===== src/rtl/rls_pkg.sv =====
// ----------------------------------------------------------------------------
// rls_pkg
// Shared constants, payload types and control codes of the reservation
// lottery scheduler.
// ----------------------------------------------------------------------------
package rls_pkg;

  localparam int NUM_SLOTS     = 64;
  localparam int TABLE_ENTRIES = 200;
  localparam int SHARE_CAP     = 200;
  localparam int PCT_MAX       = 100;
  localparam int NANO_LIMIT    = 1000;
  localparam int TIME_STEP     = 10;
  localparam int BID_SCALE     = 10;

  localparam logic [31:0] LCG_MUL    = 32'd8253729;
  localparam logic [31:0] LCG_ADD    = 32'd2396403;
  localparam logic [31:0] SEED_RESET = 32'd123456789;

  localparam int SLOT_W  = $clog2(NUM_SLOTS);
  localparam int OWN_W   = $clog2(NUM_SLOTS + 1);
  localparam int TKT_W   = $clog2(TABLE_ENTRIES);
  localparam int POS_W   = $clog2(TABLE_ENTRIES + 1);
  localparam int PCT_W   = 7;
  localparam int BID_W   = 16;
  localparam int SHARE_W = 8;
  localparam int NANO_W  = 20;
  localparam int CNT_W   = 32;
  localparam int DVD_W   = 32;
  localparam int DIV_W   =
    $clog2(((TABLE_ENTRIES > NANO_LIMIT) ? TABLE_ENTRIES : NANO_LIMIT) + 1);

  // reciprocals rounded up, exact over the dividend widths
  localparam int TKT_SH  = DVD_W + $clog2(TABLE_ENTRIES);
  localparam int NANO_SH = NANO_W + $clog2(NANO_LIMIT);
  localparam logic [DVD_W:0] TKT_RCP = (DVD_W + 1)'(
    ((64'd1 << TKT_SH) + 64'(TABLE_ENTRIES - 1)) / 64'(TABLE_ENTRIES));
  localparam logic [DVD_W:0] NANO_RCP = (DVD_W + 1)'(
    ((64'd1 << NANO_SH) + 64'(NANO_LIMIT - 1)) / 64'(NANO_LIMIT));

  localparam int PADDR_W = 3;
  localparam logic REG_LCG_SEED = 1'b0;

  typedef enum logic [2:0] {
    ACT_RESERVE  = 3'd0,
    ACT_BID      = 3'd1,
    ACT_RUNNABLE = 3'd2,
    ACT_EXIT     = 3'd3,
    ACT_TICK     = 3'd4
  } action_e;

  typedef enum logic [1:0] {
    STS_OK        = 2'd0,
    STS_BAD_PCT   = 2'd1,
    STS_NO_SHARES = 2'd2,
    STS_BAD_BID   = 2'd3
  } status_e;

  typedef struct packed {
    logic [2:0]  action;
    logic [5:0]  slot;
    logic [15:0] amount;
    logic        runnable_flag;
  } in_item_t;

  typedef struct packed {
    logic [1:0]  status;
    logic        granted;
    logic [5:0]  granted_slot;
    logic [7:0]  reserved_total;
    logic [31:0] granted_charge_micro;
  } out_item_t;

  typedef struct packed {
    logic             runnable;
    logic [PCT_W-1:0] pct;
    logic [BID_W-1:0] bid;
  } slot_ent_t;

  typedef struct packed {
    logic [CNT_W-1:0]  chosen;
    logic [CNT_W-1:0]  elapsed;
    logic [NANO_W-1:0] nano;
    logic [CNT_W-1:0]  micro;
  } cnt_ent_t;

  typedef enum logic [4:0] {
    OP_NONE,
    OP_ACCEPT,
    OP_EXEC,
    OP_RB_RD,
    OP_RB_LOAD,
    OP_RB_WR,
    OP_RB_NEXT,
    OP_RB_ZERO,
    OP_LCG,
    OP_MOD_START,
    OP_TICKET_RD,
    OP_OWNER_RD,
    OP_RR_INIT,
    OP_RR_RD,
    OP_RR_NEXT,
    OP_GRANT_TKT,
    OP_GRANT_RR,
    OP_CHARGE,
    OP_DIVQ_START,
    OP_CNT_WR,
    OP_FINISH
  } dp_op_e;

  typedef enum logic [4:0] {
    ST_IDLE,
    ST_EXEC,
    ST_RB_RD,
    ST_RB_LOAD,
    ST_RB_WR,
    ST_RB_ZERO,
    ST_LCG,
    ST_MOD_GO,
    ST_MOD_WAIT,
    ST_OWN,
    ST_OWN_CHK,
    ST_RR_RD,
    ST_RR_CHK,
    ST_CH_ADD,
    ST_CH_DEC,
    ST_CH_DIV,
    ST_FIN
  } ctrl_state_e;

  typedef struct packed {
    logic exec_rb;
    logic div_busy;
    logic share_nz;
    logic owner_nz;
    logic run;
    logic rr_last;
    logic rb_last;
    logic k_done;
    logic pos_full;
    logic need_div;
    logic out_free;
  } dp_sts_t;

endpackage


===== src/rtl/rls_ctrl.sv =====
// ----------------------------------------------------------------------------
// rls_ctrl
// Sequencer of the scheduler: request decode, table rebuild, ticket draw,
// round-robin scan and charge update.
// ----------------------------------------------------------------------------
module rls_ctrl (
  input  logic             clk_i,
  input  logic             rst_ni,
  input  logic             in_valid_i,
  input  logic             in_tick_i,
  input  rls_pkg::dp_sts_t sts_i,
  output rls_pkg::dp_op_e  op_o,
  output logic             in_stall_o
);
  import rls_pkg::*;

  ctrl_state_e state_q;
  ctrl_state_e state_d;

  always_ff @(posedge clk_i or negedge rst_ni) begin
    if (!rst_ni) begin
      state_q <= ST_IDLE;
    end else begin
      state_q <= state_d;
    end
  end

  always_comb begin
    state_d = state_q;
    case (state_q)
      ST_IDLE:     if (in_valid_i) state_d = in_tick_i ? ST_LCG : ST_EXEC;
      ST_EXEC:     state_d = sts_i.exec_rb ? ST_RB_RD : ST_FIN;
      ST_RB_RD:    state_d = ST_RB_LOAD;
      ST_RB_LOAD:  state_d = ST_RB_WR;
      ST_RB_WR: begin
        if (sts_i.k_done) state_d = sts_i.rb_last ? ST_RB_ZERO : ST_RB_RD;
      end
      ST_RB_ZERO:  if (sts_i.pos_full) state_d = ST_FIN;
      ST_LCG:      state_d = ST_MOD_GO;
      ST_MOD_GO:   state_d = ST_MOD_WAIT;
      ST_MOD_WAIT: begin
        if (!sts_i.div_busy) state_d = sts_i.share_nz ? ST_OWN : ST_RR_RD;
      end
      ST_OWN:      state_d = sts_i.owner_nz ? ST_OWN_CHK : ST_RR_RD;
      ST_OWN_CHK:  state_d = sts_i.run ? ST_CH_ADD : ST_FIN;
      ST_RR_RD:    state_d = ST_RR_CHK;
      ST_RR_CHK: begin
        if (sts_i.run) begin
          state_d = ST_CH_ADD;
        end else begin
          state_d = sts_i.rr_last ? ST_FIN : ST_RR_RD;
        end
      end
      ST_CH_ADD:   state_d = ST_CH_DEC;
      ST_CH_DEC:   state_d = sts_i.need_div ? ST_CH_DIV : ST_FIN;
      ST_CH_DIV:   if (!sts_i.div_busy) state_d = ST_FIN;
      ST_FIN:      if (sts_i.out_free) state_d = ST_IDLE;
      default:     state_d = ST_IDLE;
    endcase
  end

  always_comb begin
    op_o       = OP_NONE;
    in_stall_o = state_q != ST_IDLE;
    case (state_q)
      ST_IDLE:     if (in_valid_i) op_o = OP_ACCEPT;
      ST_EXEC:     op_o = OP_EXEC;
      ST_RB_RD:    op_o = OP_RB_RD;
      ST_RB_LOAD:  op_o = OP_RB_LOAD;
      ST_RB_WR: begin
        if (!sts_i.k_done) begin
          op_o = OP_RB_WR;
        end else if (!sts_i.rb_last) begin
          op_o = OP_RB_NEXT;
        end
      end
      ST_RB_ZERO:  if (!sts_i.pos_full) op_o = OP_RB_ZERO;
      ST_LCG:      op_o = OP_LCG;
      ST_MOD_GO:   op_o = OP_MOD_START;
      ST_MOD_WAIT: begin
        if (!sts_i.div_busy) op_o = sts_i.share_nz ? OP_TICKET_RD : OP_RR_INIT;
      end
      ST_OWN:      op_o = sts_i.owner_nz ? OP_OWNER_RD : OP_RR_INIT;
      ST_OWN_CHK:  if (sts_i.run) op_o = OP_GRANT_TKT;
      ST_RR_RD:    op_o = OP_RR_RD;
      ST_RR_CHK: begin
        if (sts_i.run) begin
          op_o = OP_GRANT_RR;
        end else if (!sts_i.rr_last) begin
          op_o = OP_RR_NEXT;
        end
      end
      ST_CH_ADD:   op_o = OP_CHARGE;
      ST_CH_DEC:   op_o = sts_i.need_div ? OP_DIVQ_START : OP_CNT_WR;
      ST_CH_DIV:   if (!sts_i.div_busy) op_o = OP_CNT_WR;
      ST_FIN:      if (sts_i.out_free) op_o = OP_FINISH;
      default:     op_o = OP_NONE;
    endcase
  end

endmodule


===== config.mk =====
export PLATFORM = sky130hd
export DESIGN_NAME = rls_ctrl
export DESIGN_NICKNAME = d
export VERILOG_FILES = /design/src/rtl/rls_pkg.sv /design/src/rtl/rls_ctrl.sv
export SDC_FILE = /design/constraint.sdc
export NUM_CORES = 1
export LEC_CHECK = 0
export ABC_AREA = 1
export BUFFER_PORTS_ARGS = -buffer_cell sky130_fd_sc_hd__buf_2
export CAP_MARGIN = 20
export CORE_MARGIN = 2
export CORE_UTILIZATION = 56
export DETAILED_ROUTE_END_ITERATION = 10
export PLACE_DENSITY = 0.83
export RECOVER_POWER = 25
export SETUP_SLACK_MARGIN = 0.2
export SLEW_MARGIN = 20
export SYNTH_ARGS = -nofsm -noshare
export SYNTH_HDL_FRONTEND = slang
export SYNTH_SLANG_ARGS = --single-unit

===== constraint.sdc =====
create_clock -name clk_i -period 2.6 [get_ports clk_i]
set_input_delay 0.39 -clock clk_i [delete_from_list [all_inputs] [get_ports clk_i]]
set_output_delay 0.39 -clock clk_i [all_outputs]
set_load 0.02 [all_outputs]

---- Word level (Yosys, flattened, before mapping) ----
Index checks and enable logic that the tools add are counted.
Widths: inputs -> output; s select.
storage, ports and cells
  register bits after elaboration ......... 5
  bits of input ports ..................... 15
  output and inout port bits .............. 6
  word-level logic and storage cells ...... 56
operators by class
  equal/unequal tests ..................... 22
  multiplexer cells ....................... 30
  reductions and logical operators ........ 3
operators with widths
  kind                count
  $pmux 5 s17         2
  $mux 5              14
  $eq 5x4->1 const B  8
  $mux 3              7
  $eq 5x3->1 const B  4
  $mux 4              3
  $ne 2x2->1 const B  6
  $eq 5x2->1 const B  2
  $reduce_and 6->1    1
  $eq 5x1->1 const B  1
  $eq 5x5->1 const B  1
  $logic_not 5->1     1
  $reduce_bool 5->1   1
  $mux 1              3
  $mux 2              1

---- Longest topological paths before layout ----
Gate-level depths: netlist of run 1.
  word-level depth ........................ 3
  gate-level depth with buffers ........... 11
  depth with buffers taken out ............ 10

---- Least setup slack after synthesis of run 1 ----
OpenSTA, ideal clock, no wires.
  kind .................................... register to output
  start point ............................. register state_q[0]
  end point ............................... output port op_o[0]
  arrival time ............................ 1.286 ns
  required time ........................... 2.210 ns
  slack ................................... 0.924 ns
  stages on the path, launching flop included .. 7
  path buffers ............................ 1
  path through ............................ dfrtp_1 buf_6 nor2_4 nand3_2 nor2_1 nor3_1 nand3b_1
between the ends
  cells in the longest elaborated chain, start to end .. 2
  elaborated cells between the ends (all ways) .. 18
  classes of those cells .................. eq/ne: 16; mux: 1; reduce/logical: 1
RTL lines
  item                                      RTL line        source
  from (decl)                               rls_ctrl.sv:17  ctrl_state_e state_q;
  from (signal assigned)                    rls_ctrl.sv:24  state_q <= state_d;
  $eq 5x5->1, or another cell as far along  rls_ctrl.sv:65  case (state_q)
  $pmux 5 s17 (*)                           rls_ctrl.sv:65
  to (decl)                                 rls_ctrl.sv:12  output rls_pkg::dp_op_e op_o,
Every way passes the cells marked *; elsewhere a longest branch is shown, timed or not.

---- Worst setup path after layout of run 1 ----
  start point ............................. register state_q[0]
  end point ............................... output port op_o[1]
The elaborated chain is that of the path after synthesis.

==> flow_summary.ini, run 1 <==
[power]
clkPwrFrac = 0.080
sw_frac_of_total = 0.617
vdd_drop_max_mv = 0.642
power_density_nw_per_um2 = 1140
p_comb_frac = 0.738
p_leak_uw = 0.000596
p_switching_uw = 697
p_int_uw = 433
power_frac_seq = 0.182

[synthesis]
synthXorXnorAreaFrac = 0
synth_area_per_cell_um2 = 5.47
synth.most_common_cell = nand2_1
synth_simple_gate_area_share = 0.673
synth.area.top_cells = nand2_1, dfrtp_1, nor2_1, nand4_1, inv_1
syn_area_um2 = 858
synthFlopType = dfrtp_1
synth_edf_count = 0
seq_area_frac_synth = 0.146
synth_common_cells = nand2_1, nor2_1, inv_1, nand3_1, nand4_1
synth_warnings = 0
synthMuxAreaShare = 0
synth.net_count = 172
synth_fa_ha_area_frac = 0
ys_async_sr_fraction = 1.00
synth_cell_types = 22
synth_compound_area_frac = 0.0671
ys_ff_latch = 5
yosysTopAreaCellShare = 0.236
synth_top_family_by_area = simple AND/OR/NAND/NOR gates
synth_cells = 157
synth_area_leader_cell = nand2_1

[timing]
finalHoldViolCount = 0
max_freq_mhz = 455
worst_pin_slew_ps = 395
final_max_slew_viol_count = 0
fin_setup_tns_ps = 0
relSlewSlack = 0.736
finalCritPeriodShare = 0.845
fin_skew_ps = 3.86
rsz0062_at_grt = false
timing.final.crit_period_ps = 2200
finalSetupViolations = 0

[finish]
register_area_um2 = 125
finish.instance_area_um2 = 988
top_register = state_q
syn2layout_area_growth_pct = 15.2
drive_gt1_frac = 0.246
nNetsFinal = 195
multi_input_area_um2 = 636
finalNonFillerCells = 195
largest_reg_flops = 5
nFillCells = 141
diodes = 0
largestRegisters = state_q: 5 flops

[clocking]
cts_root_buf = clkbuf_4
cts_num_sinks = 5
cts_tree = yes
cts.clk_slew.worst_paths_ps = 50
cts.path.max_buffers = 2
worstSkewPairLatency_ps = 240
h-tree-depth = 1
cts_buffers = 3

[die]
io_pins = 21
coreArea_um2 = 1470
die_x_um = 43.2
initial_utilization = 0.583
die_area_um2 = 1860
die_y_um = 43.2
rows = 14

[routing]
drt-total-wl_mm = 2.57
vias_per_cell = 5.75
drc = 0
drt_iter0_drc = 82
avgRoutedWirePerCell_um = 13.2
firstDrtPassIters = 5
num_vias = 1122
ant_nets = 0

[setup_path]
critical-path-max-stage-delay_ps = 490
reg2reg_from = state_q[4]
r2r_setup_slack_ps = 990
cp_max_fo = 10
start_kind = flop
worstPathCellList = nor2_4 -> nand3_2 -> nor2_1 -> nand2_1 -> o21ai_0 -> inv_1 -> nand4_1 -> buf_2
crit_type = reg2out
reg2reg_to = state_q[1]
required_ps = 2210
slowest_stage = dfrtp_1
worstPathArrival_ps = 1810
end_kind = output pin
reg2regPathDepth = 8

[placed_design]
dp_hpwl_mm = 2.10
post_dp_cell_area_um2 = 952
place.gp.congestion = 1.06
io_buffers = 20
dp.cells = 190

[global_route]
met1_usage = 0.427
antenna_found_initial = 0
grt_pass1_vias = 969
gr-max-usage-layer = met2
use_met3 = 0.0766
grt_max_degree = 11
grt_pass1_wl_mm = 4.33
grt_use_total = 0.308
grt_overflow = 0
use_met2 = 0.501

[hold_path]
min_from = sts_i[9]
min_path_cells = 3
min_to = state_q[1]
hold_path.class = in2reg

[run]
drv_cap = 0

[run_status]
status = finished clean
-- power groups by stage --
stage	registers, uW	logic, uW	clock network [uW]
after global placement	200	813	0
after CTS	203	819	93.2
after detailed placement	204	816	0
final	205	835	90.1
after global routing	214	924	102
after floorplan	141	698	0
-- through the flow --
step                total power [uW]   util  hold WS (ps)  setup slack (ps)
global placement                1010  0.647           204               749
finish                          1130  0.672           466               403
floorplan                        838      -          94.4               924
detailed placement              1020  0.647           205               720
CTS                             1120  0.673           453               451
global route                    1240  0.672           480               290
-- critical path, delay by kind of cell (launching register included) --
kind            cells  cell delay, ps
simple gates        5             760
flops               1             490
buf+inv             2             250
compound gates      1              80
-- routing by layer --
layer  wire length [um]  up-vias
met5                  0        -
met4                 59        0
met3                281       10
met2               1210       82
met1               1020      481
li1                   -      549
-- kinds of logic after synthesis --
group           count (synthesis)
compound gates                 10
buf+inv                        22
simple gates                  120
flops                           5
-- worst max path at each step --
| stage | start | end | slack (ps) |
|---|---|---|---|
| floorplan | state_q[0] | op_o[0] | 920 |
| global placement | state_q[1] | op_o[1] | 750 |
| detailed placement | state_q[0] | op_o[1] | 720 |
| CTS | state_q[0] | op_o[1] | 450 |
| global route | state_q[1] | op_o[0] | 290 |
| finish | state_q[0] | op_o[1] | 400 |
-- final cells by class --
type                       count  share of cell area
clock buffer                   3              0.0228
clock inverter                 1             0.00506
inverter                      19              0.0722
multi-input combinational    130               0.643
sequential                     5               0.127
tap                           16              0.0203
timing repair buffer          21               0.110
-- timing repair --
action,4_1_cts,5_1_grt
hold buffers,1,0
endpoints found under the hold margin,5,0
resized for setup,0,0
buffers inserted,0,0
-- cells in the final DEF (no fill, tap or decap) --
| cell type | count |
|---|---|
| nand2_1 | 54 |
| nor2_1 | 27 |
| buf_2 | 19 |
| inv_1 | 14 |
| nand4_1 | 10 |
| nand3_1 | 10 |
| inv_2 | 5 |
| nand3_2 | 5 |
| o21ai_0 | 5 |
| dfrtp_1 | 5 |
| nor2_2 | 4 |
| nor2_4 | 3 |
| clkbuf_4 | 3 |
| nand3b_1 | 2 |
| a21oi_1 | 2 |
| nor3_2 | 2 |
| nand2_2 | 1 |
| o21ai_1 | 1 |
| o221ai_1 | 1 |
| nor3_1 | 1 |
| o21ai_2 | 1 |
| or2_0 | 1 |
| clkinv_2 | 1 |
| dlygate4sd3_1 | 1 |
| clkbuf_1 | 1 |
No activity file was read; power rests on OpenSTA's default activity.
==> run 2, diff against run 1 <==
--- a/config.mk
+++ b/config.mk
@@ -9,9 +9,9 @@
 export BUFFER_PORTS_ARGS = -buffer_cell sky130_fd_sc_hd__buf_2
 export CAP_MARGIN = 20
 export CORE_MARGIN = 2
-export CORE_UTILIZATION = 56
+export CORE_UTILIZATION = 52
 export DETAILED_ROUTE_END_ITERATION = 10
-export PLACE_DENSITY = 0.83
+export PLACE_DENSITY = 0.78
 export RECOVER_POWER = 25
 export SETUP_SLACK_MARGIN = 0.2
 export SLEW_MARGIN = 20
==> constraint.sdc (replaced) <==
create_clock -name clk_i -period 2.3 [get_ports clk_i]
set_input_delay 0.345 -clock clk_i [delete_from_list [all_inputs] [get_ports clk_i]]
set_output_delay 0.345 -clock clk_i [all_outputs]
set_load 0.02 [all_outputs]
==> flow_summary.ini, run 2 (same netlist as run 1, synthesis figures left out) <==
[global_route]
antenna_found_initial = 0
grt_pass1_vias = 1036
grt_max_degree = 11
grt_use_total = 0.310
grt_overflow = 0
grt_pass1_wl_mm = 4.40

[finish]
top_register = state_q
final_cell_mix = nand2_1, nor2_1, buf_2
diodes = 0
syn2layout_area_growth_pct = 22.2
finish.instance_area_um2 = 1050
layout_commonest_cell = nand2_1
largestRegisters = state_q: 5 flops
multi_input_area_um2 = 653
register_area_um2 = 131
drive_gt1_frac = 0.291
nFillCells = 131
largest_reg_flops = 5
nNetsFinal = 198

[setup_path]
end_kind = output pin
start_kind = flop
crit_type = reg2out
reg2reg_to = state_q[3]
reg2reg_from = state_q[4]
r2r_setup_slack_ps = 750
worstPathArrival_ps = 1690
reg2regPathDepth = 8
cp_max_fo = 7
required_ps = 1960

[clocking]
worstSkewPairLatency_ps = 270
cts.clk_slew.worst_paths_ps = 50
cts_buffers = 3
cts_tree = yes
cts_root_buf = clkbuf_4
h-tree-depth = 1
cts_num_sinks = 5
cts.path.max_buffers = 2

[timing]
timing.final.crit_period_ps = 2040
final_max_slew_viol_count = 0
finalHoldViolCount = 0
fin_setup_tns_ps = 0
max_freq_mhz = 490
rsz0062_at_grt = true
worst_pin_slew_ps = 277
fin_skew_ps = 2.64
finalSetupViolations = 0
relSlewSlack = 0.815
finalCritPeriodShare = 0.887

[routing]
vias_per_cell = 5.76
num_vias = 1140
drc = 0
drt_iter0_drc = 86
drt-total-wl_mm = 2.73
firstDrtPassIters = 5
avgRoutedWirePerCell_um = 13.8
ant_nets = 0

[placed_design]
dp_hpwl_mm = 2.04
post_dp_cell_area_um2 = 952
io_buffers = 20
place.gp.congestion = 1.03

[die]
die_area_um2 = 1990
initial_utilization = 0.563
die_y_um = 44.6
coreArea_um2 = 1520
rows = 14
die_x_um = 44.6
io_pins = 21

[power]
p_leak_uw = 0.000609
power_density_nw_per_um2 = 1360
vdd_drop_max_mv = 0.718

[hold_path]
min_to = state_q[4]
min_path_cells = 4
hold_path.class = in2reg
min_from = sts_i[0]

[run]
drv_cap = 0

[run_status]
status = finished clean
==> run 2: worst max path at each step <==
| stage | startpoint | endpoint | cells past startpoint |
|---|---|---|---|
| finish | state_q[0] | op_o[1] | 7 |
| global route | state_q[4] | op_o[1] | 8 |
| CTS | state_q[1] | op_o[0] | 7 |
| detailed placement | state_q[0] | op_o[1] | 8 |
| global placement | state_q[1] | op_o[1] | 8 |
| floorplan | state_q[0] | op_o[0] | 6 |
==> run 2: routing by layer <==
layer / vias up / track usage / routed length [um]
met3: 14 / 0.0776 / 277
met4: 0 / 0.218 / 112
met1: 485 / 0.371 / 1080
met5: - / 0 / 0
met2: 84 / 0.478 / 1250
li1: 557 / - / -
==> run 2: power by group <==
part / switching [uW] / internal (uW) / leakage (uW)
Combinational: 682 / 377 / 0.000535
Clock: 47.5 / 66.3 / 0.0000150
Sequential: 115 / 138 / 0.0000582
==> run 2: layout make-up <==
class	instances	area share
Timing Repair Buffer	24	0.140
Tap cell	16	0.0191
Multi-Input combinational cell	130	0.623
Clock buffer	4	0.0251
Inverter	19	0.0680
Sequential cell	5	0.125
==> run 2: what timing repair did <==
item | in CTS | in global routing
resized for setup | 0 | 12
endpoints found under the setup margin | 1 | 4
endpoints found under the hold margin | 5 | 0
pin swaps | 1 | 1
hold buffers | 1 | 0
setup buffers | 3 | 0
==> run 2: stage by stage <==
stage / setup slack, ps / hold WS [ps] / utilization / cells / power [uW]
after global routing: 185 / 398 / 0.688 / 198 / 1530
after global placement: 494 / 161 / 0.625 / 190 / 1140
after detailed placement: 481 / 166 / 0.625 / 190 / 1150
after CTS: 212 / 388 / 0.672 / 198 / 1340
after floorplan: 669 / 49.4 / - / 157 / 948
final: 261 / 391 / 0.688 / 198 / 1430
==> run 2: critical path, stage by stage (launching register included) <==
cell     delay (ps)
dfrtp_2         480
nor2_4          200
buf_12          130
nand3_2          90
nor3_2          220
nor2_1           70
nand4_1          80
buf_2           160
==> run 3, diff against run 2 <==
--- a/config.mk
+++ b/config.mk
@@ -9,9 +9,8 @@
 export BUFFER_PORTS_ARGS = -buffer_cell sky130_fd_sc_hd__buf_2
 export CAP_MARGIN = 20
 export CORE_MARGIN = 2
-export CORE_UTILIZATION = 52
+export CORE_UTILIZATION = 29
 export DETAILED_ROUTE_END_ITERATION = 10
-export PLACE_DENSITY = 0.78
 export RECOVER_POWER = 25
 export SETUP_SLACK_MARGIN = 0.2
 export SLEW_MARGIN = 20
==> flow_summary.ini, run 3 (same netlist as run 1, synthesis figures left out) <==
[setup_path]
r2r_setup_slack_ps = 830
worstPathCellList = nor2_1 -> nand4_1 -> o21ai_1 -> nor2_1 -> nand4_1 -> buf_2
cp-startpoint = state_q[4]
crit_end = op_o[1]
required_ps = 1960
reg2regPathDepth = 10
reg2reg_to = state_q[3]
start_kind = flop
reg2reg_from = state_q[3]
end_kind = output pin
crit_type = reg2out
cp_max_fo = 10
critical-path-max-stage-delay_ps = 500
slowest_stage = dfrtp_2
worstPathArrival_ps = 1650

[die]
io_pins = 21
die_y_um = 58.4
coreArea_um2 = 2780
rows = 19
die_area_um2 = 3410
initial_utilization = 0.309
die_x_um = 58.4

[power]
power_density_nw_per_um2 = 1280
vdd_drop_max_mv = 0.512
p_leak_uw = 0.000601

[clocking]
worstSkewPairLatency_ps = 240
cts.path.max_buffers = 2
cts_tree = yes
cts.clk_slew.worst_paths_ps = 40
cts_buffers = 3
cts_root_buf = clkbuf_4
cts_num_sinks = 5
h-tree-depth = 1

[timing]
timing.final.crit_period_ps = 1990
relSlewSlack = 0.771
setup_slack_ps = 310
max_freq_mhz = 502
rsz0062_at_grt = true
fin_setup_tns_ps = 0
finalHoldViolCount = 0
finalCritPeriodShare = 0.865
worst_pin_slew_ps = 343
fin_skew_ps = 3.46
finalSetupViolations = 0
final_max_slew_viol_count = 0

[routing]
vias_per_cell = 5.08
drt_iter0_drc = 37
drt-total-wl_mm = 2.60
avgRoutedWirePerCell_um = 12.2
firstDrtPassIters = 5
ant_nets = 0
num_vias = 1082
drc = 0

[finish]
layout_commonest_cell = nand2_1
final_cell_mix = nand2_1, nor2_1, buf_2
diodes = 0
final_util = 0.373
largest_reg_flops = 5
nNetsFinal = 198
top_register = state_q
largestRegisters = state_q: 5 flops
drive_gt1_frac = 0.280
syn2layout_area_growth_pct = 20.8

[global_route]
grt_pass1_wl_mm = 4.32
antenna_found_initial = 0
grt_pass1_vias = 948
grt_overflow = 0
grt_use_total = 0.162
grt_max_degree = 11

[placed_design]
io_buffers = 20
dp_hpwl_mm = 2.16
place.gp.congestion = 1.03
pre_cts_slack_ps = 475

[hold_path]
min_path_cells = 3
hold_path.class = in2reg

[run]
drv_cap = 0

[run_status]
status = finished clean
[run 3: power breakdown]
group | switching, uW | internal, uW
Combinational | 647 | 338
Clock | 35.1 | 65.5
Sequential | 103 | 138
Total | 785 | 541
[run 3: worst max-delay path, delay by kind of cell (launching register included)]
| family | cells | cell delay, ps |
|---|---|---|
| AO/OA/AOI/OAI | 1 | 180 |
| buffers and inverters | 1 | 170 |
| flip-flops | 1 | 500 |
| AND/OR/NAND/NOR | 4 | 560 |
[run 3: timing repair]
item / 4_1_cts / 5_1_grt
cloned: 0 / 0
setup buffers: 0 / 2
setup endpoints to repair: 1 / 4
hold buffers: 1 / 0
pin swaps: 1 / 2
endpoints found under the hold margin: 5 / 0
resized for setup: 0 / 8
[run 3: layer usage]
metal | global-route usage | vias to the layer above | part of all wire
met4 | 0.0266 | 0 | 0.017
li1 | - | 554 | -
met1 | 0.235 | 462 | 0.44
met5 | 0 | - | 0
met3 | 0.0352 | 6 | 0.090
met2 | 0.250 | 60 | 0.46
[run 3: how the worst min path moves through the flow]
stage                  start    endpoint  slack (ps)
CTS                 sts_i[9]  state_q[1]         420
floorplan             rst_ni  state_q[0]          50
detailed placement    rst_ni  state_q[2]         160
global placement      rst_ni  state_q[2]         160
global route        sts_i[9]  state_q[1]         430
finish              sts_i[9]  state_q[1]         420
[run 3: cell type report]
cell class / count / area (um^2)
inverters: 19 / 73.8
well taps: 31 / 38.8
fillers: 316 / 1740
flip-flops and latches: 5 / 131
clock buffers: 4 / 26.3
repair buffers: 24 / 131
multi-input cells: 130 / 636
[run 3: metrics by stage]
stage	hold slack (ps)	std cells	instance area [um^2]	power, uW
global route	431	213	1040	1480
floorplan	49.4	157	858	948
detailed placement	165	206	978	1170
global placement	163	206	978	1180
finish	418	213	1040	1330
CTS	418	211	1010	1280
